===== src/rtl/lhf_pkg.sv =====
// ----------------------------------------------------------------------------
// lhf_pkg
// Shared types and constants of the link health fault classifier.
// ----------------------------------------------------------------------------
`default_nettype none

package lhf_pkg;

   // request kinds
   localparam logic REQ_OBSERVE  = 1'b0;
   localparam logic REQ_DIAGNOSE = 1'b1;

   // configuration register indexes
   localparam logic [1:0] CSR_WINDOW    = 2'd0;
   localparam logic [1:0] CSR_MIN_SAMP  = 2'd1;
   localparam logic [1:0] CSR_POOR_LVL  = 2'd2;
   localparam logic [1:0] CSR_FREQ_LIM  = 2'd3;

   // configuration reset values
   localparam logic [31:0] WINDOW_RESET   = 32'd300000;
   localparam logic [6:0]  MIN_SAMP_RESET = 7'd4;
   localparam logic [7:0]  POOR_LVL_RESET = 8'd30;
   localparam logic [30:0] FREQ_LIM_RESET = 31'd3500;

   // fault classes
   localparam logic [2:0] FAULT_NONE       = 3'd0;
   localparam logic [2:0] FAULT_CONGESTION = 3'd1;
   localparam logic [2:0] FAULT_FREQ       = 3'd2;
   localparam logic [2:0] FAULT_ASYM       = 3'd3;
   localparam logic [2:0] FAULT_BROAD      = 3'd4;
   localparam logic [2:0] FAULT_PEER_LOSS  = 3'd5;

   // distinct peers beyond this never change a decision
   localparam int PEER_CAP = 6;

   localparam int PCT_SCALE = 100;

   typedef struct packed {
      logic        req_type;
      logic [31:0] time_ms;
      logic [31:0] peer_key;
      logic        packet_received;
      logic        ack_received;
      logic [7:0]  channel_health;
      logic signed [31:0] freq_error_hz;
   } lhf_req_type;

   typedef struct packed {
      logic [2:0] fault_class;
      logic [6:0] confidence;
      logic       suppress_background;
      logic       short_backoff;
      logic       radio_reinit;
      logic       rx_focus;
      logic       alternate_transport;
   } lhf_rsp_type;

   typedef struct packed {
      logic [31:0] time_ms;
      logic [31:0] peer;
      logic [1:0]  rx_ack;
      logic [7:0]  health;
      logic [31:0] freq_error;
   } lhf_slot_type;

endpackage

`default_nettype wire


===== src/rtl/link_health_fault_classifier_top.sv =====
// An observe request is written in the cycle it is accepted.
// A diagnose request does one slot memory read per cycle for the scan,
// then works four percentages through one serial divider.
// One diagnose request is worked at a time; observes pass at one per cycle
// only while no diagnose request is being worked.
// Reset clears the used bits, write pointer, configuration, control and counter registers; slot memory is not cleared.
// ----------------------------------------------------------------------------
// link_health_fault_classifier_top
// Ring of recent link observations in a slot memory, scanned on a diagnose
// request to classify the link fault.
// ----------------------------------------------------------------------------
`default_nettype none

module link_health_fault_classifier_top
   import lhf_pkg::*;
#(
   parameter int SAMPLE_DEPTH = 16
) (
   input  wire logic        clock,
   input  wire logic        reset,
   input  wire logic        req_valid,
   output logic             req_stall,
   input  wire lhf_req_type req_data,
   output logic             rsp_valid,
   input  wire logic        rsp_stall,
   output lhf_rsp_type      rsp_data,
   input  wire logic        csr_we,
   input  wire logic [1:0]  csr_addr,
   input  wire logic [31:0] csr_wdata
);

   localparam int AW = (SAMPLE_DEPTH > 1) ? $clog2(SAMPLE_DEPTH) : 1;
   localparam int CW = $clog2(SAMPLE_DEPTH + 1);
   localparam int NW = CW + 7;
   localparam int SW = $clog2(NW + 1);
   localparam int PW = $clog2(PEER_CAP + 1);

   localparam logic [1:0] ST_IDLE = 2'd0;
   localparam logic [1:0] ST_SCAN = 2'd1;
   localparam logic [1:0] ST_DIV  = 2'd2;
   localparam logic [1:0] ST_DONE = 2'd3;

   // configuration
   logic [31:0] window_ff;
   logic [6:0]  min_samp_ff;
   logic [7:0]  poor_lvl_ff;
   logic [30:0] freq_lim_ff;

   // slot storage
   lhf_slot_type mem [SAMPLE_DEPTH];
   logic [SAMPLE_DEPTH-1:0] used_ff;
   logic [AW-1:0]   wp_ff;
   lhf_slot_type    rd_data_ff;
   logic            pv_ff;
   logic            pu_ff;

   // control
   logic [1:0]  state_ff, state_in;
   logic [CW-1:0] addr_ff;
   logic [31:0] now_ff;

   // counters
   logic [CW-1:0] n_valid_ff, n_rx_ff, n_ack_ff, n_poor_ff, n_large_ff;
   logic [31:0]   peer_ff [PEER_CAP];
   logic [PW-1:0] n_peer_ff;

   // divider
   logic [1:0]    didx_ff;
   logic [SW-1:0] dstep_ff;
   logic [NW-1:0] num_ff;
   logic [CW-1:0] rem_ff;
   logic [6:0]    pct_ff [4];

   logic          rsp_valid_ff;
   lhf_rsp_type   rsp_data_ff;

   logic          req_acc;
   logic          issue;
   logic          fresh;
   logic          peer_hit;
   logic [31:0]   age;
   logic [31:0]   fe_mag;
   logic [CW-1:0] div_src;
   logic [CW:0]   div_t;
   logic          div_ge;
   logic [CW:0]   div_diff;
   logic [NW-1:0] num_next;
   logic          rsp_free;
   lhf_rsp_type   cls;
   logic [7:0]    rx_p, ack_p, poor_p, frq_p;

   assign req_acc   = req_valid && !req_stall;
   assign req_stall = (state_ff != ST_IDLE);
   assign rsp_valid = rsp_valid_ff;
   assign rsp_data  = rsp_data_ff;
   assign rsp_free  = !rsp_valid_ff || !rsp_stall;
   assign issue     = (state_ff == ST_SCAN) && (addr_ff < CW'(SAMPLE_DEPTH));

   // configuration writes
   always_ff @(posedge clock) begin
      if (reset) begin
         window_ff   <= WINDOW_RESET;
         min_samp_ff <= MIN_SAMP_RESET;
         poor_lvl_ff <= POOR_LVL_RESET;
         freq_lim_ff <= FREQ_LIM_RESET;
      end else if (csr_we) begin
         unique case (csr_addr)
            CSR_WINDOW:   window_ff   <= csr_wdata;
            CSR_MIN_SAMP: min_samp_ff <= csr_wdata[6:0];
            CSR_POOR_LVL: poor_lvl_ff <= csr_wdata[7:0];
            CSR_FREQ_LIM: freq_lim_ff <= csr_wdata[30:0];
            default: ;
         endcase
      end
   end

   // slot memory, one write and one registered read port
   always_ff @(posedge clock) begin
      if (req_acc && req_data.req_type == REQ_OBSERVE) begin
         mem[wp_ff] <= '{time_ms:    req_data.time_ms,
                         peer:       req_data.peer_key,
                         rx_ack:     {req_data.ack_received, req_data.packet_received},
                         health:     req_data.channel_health,
                         freq_error: req_data.freq_error_hz};
      end
      if (issue) begin
         rd_data_ff <= mem[addr_ff[AW-1:0]];
      end
   end

   // used bits and write pointer
   always_ff @(posedge clock) begin
      if (reset) begin
         used_ff <= '0;
         wp_ff   <= '0;
      end else if (req_acc && req_data.req_type == REQ_OBSERVE) begin
         used_ff[wp_ff] <= 1'b1;
         wp_ff <= (wp_ff == AW'(SAMPLE_DEPTH - 1)) ? '0 : wp_ff + AW'(1);
      end
   end

   // read pipeline marks
   always_ff @(posedge clock) begin
      if (reset) begin
         pv_ff <= 1'b0;
         pu_ff <= 1'b0;
      end else begin
         pv_ff <= issue;
         pu_ff <= issue && used_ff[addr_ff[AW-1:0]];
      end
   end

   // per-sample tests
   always_comb begin
      age    = now_ff - rd_data_ff.time_ms;
      fresh  = pv_ff && pu_ff && (age <= window_ff);
      fe_mag = rd_data_ff.freq_error[31] ? (32'd0 - rd_data_ff.freq_error)
                                         : rd_data_ff.freq_error;
      peer_hit = 1'b0;
      for (int k = 0; k < PEER_CAP; k++) begin
         if (PW'(k) < n_peer_ff && peer_ff[k] == rd_data_ff.peer) begin
            peer_hit = 1'b1;
         end
      end
   end

   // divider step
   always_comb begin
      unique case (didx_ff)
         2'd0: div_src = n_rx_ff;
         2'd1: div_src = n_ack_ff;
         2'd2: div_src = n_poor_ff;
         2'd3: div_src = n_large_ff;
         default: div_src = n_rx_ff;
      endcase
      div_t    = {rem_ff, num_ff[NW-1]};
      div_ge   = div_t >= {1'b0, n_valid_ff};
      div_diff = div_t - {1'b0, n_valid_ff};
      num_next = {num_ff[NW-2:0], div_ge};
   end

   // sequencer, counters and divider
   always_ff @(posedge clock) begin
      if (reset) begin
         state_ff <= ST_IDLE;
         addr_ff  <= '0;
         n_valid_ff <= '0;
         n_rx_ff    <= '0;
         n_ack_ff   <= '0;
         n_poor_ff  <= '0;
         n_large_ff <= '0;
         n_peer_ff  <= '0;
         didx_ff    <= '0;
         dstep_ff   <= '0;
      end else begin
         state_ff <= state_in;
         unique case (state_ff)
            ST_IDLE: begin
               if (req_acc && req_data.req_type == REQ_DIAGNOSE) begin
                  now_ff     <= req_data.time_ms;
                  addr_ff    <= '0;
                  n_valid_ff <= '0;
                  n_rx_ff    <= '0;
                  n_ack_ff   <= '0;
                  n_poor_ff  <= '0;
                  n_large_ff <= '0;
                  n_peer_ff  <= '0;
               end
            end
            ST_SCAN: begin
               if (issue) begin
                  addr_ff <= addr_ff + CW'(1);
               end
               if (fresh) begin
                  n_valid_ff <= n_valid_ff + CW'(1);
                  n_rx_ff    <= n_rx_ff + CW'(rd_data_ff.rx_ack[0]);
                  n_ack_ff   <= n_ack_ff + CW'(rd_data_ff.rx_ack[1]);
                  n_poor_ff  <= n_poor_ff + CW'(rd_data_ff.health < poor_lvl_ff);
                  n_large_ff <= n_large_ff + CW'(fe_mag > {1'b0, freq_lim_ff});
                  if (rd_data_ff.peer != 32'd0 && !peer_hit &&
                      n_peer_ff < PW'(PEER_CAP)) begin
                     peer_ff[n_peer_ff] <= rd_data_ff.peer;
                     n_peer_ff <= n_peer_ff + PW'(1);
                  end
               end
               didx_ff  <= '0;
               dstep_ff <= '0;
            end
            ST_DIV: begin
               if (dstep_ff == '0) begin
                  num_ff   <= NW'(div_src) * NW'(PCT_SCALE);
                  rem_ff   <= '0;
                  dstep_ff <= SW'(1);
               end else begin
                  num_ff <= num_next;
                  rem_ff <= div_ge ? div_diff[CW-1:0] : div_t[CW-1:0];
                  if (dstep_ff == SW'(NW)) begin
                     pct_ff[didx_ff] <= num_next[6:0];
                     didx_ff  <= didx_ff + 2'd1;
                     dstep_ff <= '0;
                  end else begin
                     dstep_ff <= dstep_ff + SW'(1);
                  end
               end
            end
            ST_DONE: ;
            default: ;
         endcase
      end
   end

   // next state
   always_comb begin
      state_in = state_ff;
      unique case (state_ff)
         ST_IDLE: if (req_acc && req_data.req_type == REQ_DIAGNOSE) state_in = ST_SCAN;
         ST_SCAN: if (!issue && !pv_ff) state_in = ST_DIV;
         ST_DIV:  if (dstep_ff == SW'(NW) && didx_ff == 2'd3) state_in = ST_DONE;
         ST_DONE: if (rsp_free) state_in = ST_IDLE;
         default: state_in = ST_IDLE;
      endcase
   end

   // fault classification
   always_comb begin
      rx_p   = {1'b0, pct_ff[0]};
      ack_p  = {1'b0, pct_ff[1]};
      poor_p = {1'b0, pct_ff[2]};
      frq_p  = {1'b0, pct_ff[3]};
      cls = '0;
      if (n_valid_ff != '0 && 8'(n_valid_ff) >= 8'(min_samp_ff)) begin
         priority if (poor_p >= 8'd60) begin
            cls.fault_class = FAULT_CONGESTION;
            cls.confidence  = 7'(((8'd55 + (poor_p >> 1)) > 8'd100) ? 8'd100
                                 : (8'd55 + (poor_p >> 1)));
            cls.suppress_background = 1'b1;
            cls.short_backoff       = 1'b1;
         end else if (frq_p >= 8'd60 && n_peer_ff >= PW'(2)) begin
            cls.fault_class = FAULT_FREQ;
            cls.confidence  = 7'(((8'd50 + (frq_p >> 1)) > 8'd100) ? 8'd100
                                 : (8'd50 + (frq_p >> 1)));
            cls.radio_reinit = 1'b1;
            cls.rx_focus     = 1'b1;
         end else if (8'(n_rx_ff) >= 8'd4 && rx_p >= 8'd60 &&
                      (ack_p + 8'd25) < rx_p) begin
            cls.fault_class = FAULT_ASYM;
            cls.confidence  = 7'(((rx_p - ack_p + 8'd45) > 8'd100) ? 8'd100
                                 : (rx_p - ack_p + 8'd45));
            cls.rx_focus            = 1'b1;
            cls.alternate_transport = 1'b1;
         end else if (n_peer_ff >= PW'(3) && rx_p <= 8'd35 && poor_p < 8'd35) begin
            cls.fault_class = FAULT_BROAD;
            cls.confidence  = 7'(((8'd70 + 8'(n_peer_ff) * 8'd5) > 8'd100) ? 8'd100
                                 : (8'd70 + 8'(n_peer_ff) * 8'd5));
            cls.radio_reinit = 1'b1;
            cls.rx_focus     = 1'b1;
         end else if (n_peer_ff == PW'(1) && rx_p <= 8'd25 && poor_p < 8'd35) begin
            cls.fault_class = FAULT_PEER_LOSS;
            cls.confidence  = 7'd60;
            cls.short_backoff       = 1'b1;
            cls.alternate_transport = 1'b1;
         end else begin
            cls.fault_class = FAULT_NONE;
         end
      end
   end

   // response register
   always_ff @(posedge clock) begin
      if (reset) begin
         rsp_valid_ff <= 1'b0;
      end else if (state_ff == ST_DONE && rsp_free) begin
         rsp_valid_ff <= 1'b1;
      end else if (!rsp_stall) begin
         rsp_valid_ff <= 1'b0;
      end
   end

   always_ff @(posedge clock) begin
      if (state_ff == ST_DONE && rsp_free) begin
         rsp_data_ff <= cls;
      end
   end

endmodule

`default_nettype wire

===== config.mk =====
export PLATFORM = sky130hd
export DESIGN_NAME = link_health_fault_classifier_top
export DESIGN_NICKNAME = d
export VERILOG_FILES = /design/src/rtl/lhf_pkg.sv /design/src/rtl/link_health_fault_classifier_top.sv
export SDC_FILE = /design/constraint.sdc
export NUM_CORES = 2
export LEC_CHECK = 0
export ABC_AREA = 1
export BUFFER_PORTS_ARGS = -buffer_cell sky130_fd_sc_hd__buf_4
export CAP_MARGIN = 20
export CORE_MARGIN = 10
export CORE_UTILIZATION = 54
export DETAILED_ROUTE_END_ITERATION = 8
export PLACE_DENSITY_LB_ADDON = 0.25
export SYNTH_ARGS = -nofsm -noshare
export SYNTH_HDL_FRONTEND = slang
export SYNTH_SLANG_ARGS = --single-unit

===== constraint.sdc =====
create_clock -name clock -period 8.7 [get_ports clock]
set_input_delay 1.74 -clock clock [delete_from_list [all_inputs] [get_ports clock]]
set_output_delay 1.74 -clock clock [all_outputs]
set_load 0.01 [all_outputs]

==> impl_metrics.json <==
{
  "dieHeight_um": 431,
  "synth_seq_area_share_pct": 70.7,
  "crit_type": "register to register",
  "drive_gt1_share_pct": 8.38,
  "cts_setup_buffers": 0,
  "synth_top_cell_area_share_pct": 67.6,
  "fmax_mhz": 187,
  "wl_per_cell_um": 23.9,
  "end_kind": "register",
  "setup_tns_ps": 0,
  "synth_seq_cells": 2196,
  "final_max_slew_viol_count": 0,
  "core_area_um2": 168000,
  "ctsResizeCount": 0,
  "vias": 57700,
  "relSlewSlack_pct": 21.7,
  "fin_worst_skew_ps": 35.7,
  "viasPerCell": 5.98,
  "numClockSinks": 2196,
  "worstPathMaxFanout": 32,
  "grt_pass1_wl_um": 344000,
  "drc": 0,
  "fin_nets": 7588,
  "syn_to_final_growth_pct": 11.6,
  "dp_hpwl_um": 127000,
  "ys_types": 56,
  "syn_nets": 7522,
  "tightest_slew_ps": 1170,
  "post-route-period-util_pct": 61.6,
  "fp-row-count": 150,
  "start_kind": "register",
  "first_pass_iters": 8,
  "dp_slack_ps": 3300,
  "antenna_found_initial": 38,
  "portBuffers": 162,
  "final_util_pct": 60.8,
  "grt_pass1_vias": 55000,
  "clk_path_buf_depth": 3,
  "final_cell_count_no_fill": 9655,
  "path_buf_inv": 0,
  "numCtsBuffers": 214,
  "synth_cells": 7183,
  "yosysWarningCount": 0,
  "setup_violations": 0,
  "hold_viol": 0,
  "cts_hold_buf": 0,
  "cp_top_family": "simple AND/OR/NAND/NOR gates",
  "initial_core_util_pct": 54.5,
  "hold-worst-slack_ps": 460,
  "insertion_delay_ps": 860,
  "critical-path-max-stage-delay_ps": 840,
  "die_w_um": 431,
  "synthArstFlopShare_pct": 0,
  "yosysMostFrequentCell": "edfxtp_1",
  "rsz0062_at_grt": "no",
  "cts_root_buffer": "clkbuf_16",
  "clk_pin_slew_ps": 60,
  "critPathSlowestCell": "nor2_4",
  "arrival_ps": 5830,
  "synth.avg_cell_area_um2": 12.7,
  "gp_congestion": 0.908,
  "synthFlopType": "edfxtp_1",
  "crit_chain": "ha_1 > fa_1 > nor3_1 > nor2_1 > o21ai_2 > a21oi_1 > o21ai_2 > nand3_1 > nand2_1 > xor2_1 > ha_1 > nand2_1 > nor2_1 > nand2_1 > nor2_1 > nand4_1 > a21oi_1 > nand4_1 > nor2_4",
  "synth_edf_count": 2054,
  "dieArea_um2": 186000,
  "p_leak_nw": 34.5,
  "cap_violations": 0,
  "ioPinCount": 163,
  "cts_tree": "built",
  "setup_ws_ps": 3340,
  "powerDensity_nw_per_um2": 257,
  "status": "finished, final reports clean",
  "placed_cells": 9236,
  "peakVddDrop_mv": 0.220,
  "yosysTopAreaCell": "edfxtp_1",
  "h-tree-depth": 4,
  "yosys-top-cells-count": "edfxtp_1 (2054), nor2_1 (1210), nand2_1 (729)",
  "min_period_ps": 5360,
  "cp.required_ps": 9170,
  "grt_usage_pct": 24.2,
  "grt-ovfl-total": 0,
  "synth_area_leaders": "edfxtp_1 (68%), nor2_1 (5.0%), o21ai_0 (3.2%)",
  "wirelength_um": 230000,
  "syn_area_um2": 91300,
  "worstHoldPathType": "register to register",
  "grt_max_degree": 237,
  "drt_iter0_drc": 6384,
  "postRouteAntennaNets": 0
}
kinds of logic after synthesis:
family / Yosys count / share of synthesized area (%)
adders and majority gates: 193 / 2.69
AOI/OAI and AO/OA: 1354 / 9.53
muxes: 180 / 1.97
buffers and inverters: 792 / 3.43
xor gates and xnor gates: 160 / 1.54
DFF: 2196 / 70.7
and+or+nand+nor: 2308 / 10.1
where the power goes:
| group | internal, mW | switching, mW |
|---|---|---|
| Clock | 5.36 | 3.94 |
| Sequential | 12.1 | 0.405 |
| Combinational | 1.46 | 2.99 |
| Total | 18.9 | 7.34 |
routing by layer:
layer / up-vias / track usage, % / wire length, um
li1: 26400 / - / -
met1: 28500 / 34.5 / 97500
met4: 28 / 7.95 / 6300
met2: 2474 / 37.4 / 106000
met5: - / 0 / 182
met3: 392 / 4.69 / 20900
metrics by stage:
step	area, um2	power, mW
after floorplan	91300	15.6
after global placement	94600	17.0
after detailed placement	94600	17.1
after CTS	102000	26.3
after global routing	102000	27.3
final	102000	26.2
layout make-up:
type                    count  area (um2)
flip-flops and latches   2196       64500
fillers                 12700       65800
repair buffers            231        2020
multi-input cells        4195       23800
well taps                2204        2760
clock buffers             274        5790
clock inverters           129        1330
diodes                     15        37.5
inverters                 411        1560
path summary, 6_finish.rpt:
check	end	cells after the start	start	slack, ps
worst max register to register	peer_ff[0][31]	19	rd_data_ff[74]	3340
worst max-delay path	peer_ff[0][31]	19	rd_data_ff[74]	3340
worst min register to register	window_ff[29]	2	window_ff[29]	460
worst min-delay path	window_ff[29]	2	window_ff[29]	460
worst min-delay path, stage by stage, from the launching register on:
cell,delay (ps)
dfxtp_1,300
inv_1,60
a21oi_1,60
registers in the layout (all words and copies together) (netlist names), 3 cells and up:
name         cells
rd_data_ff     106
n_ack_ff         5
rsp_data        15
n_rx_ff          5
peer_ff        160
window_ff       32
pct_ff          28
n_valid_ff       5
min_samp_ff      7
wp_ff            4
n_large_ff       5
mem           1696
rem_ff           5
now_ff          32
n_peer_ff        3
poor_lvl_ff      8
num_ff          12
n_poor_ff        5
used_ff         16
dstep_ff         4
addr_ff          5
freq_lim_ff     31
placed cells by master (no fill, tap or decap), drive strengths merged, types with 8 or more instances in the layout:
master	count
a21oi	210
a31oi	15
buf	231
bufinv	22
clkbuf	274
clkinv	91
clkinvlp	9
dfxtp	142
diode	15
edfxtp	2054
ha	188
inv	418
mux2i	180
nand2	733
nand3	268
nand4	33
nor2	1213
nor3	40
nor4	13
o211ai	54
o21a	8
o21ai	596
o221ai	184
o22ai	13
o32ai	248
xnor2	79
xor2	81
(Power assumes the default switching activity.)
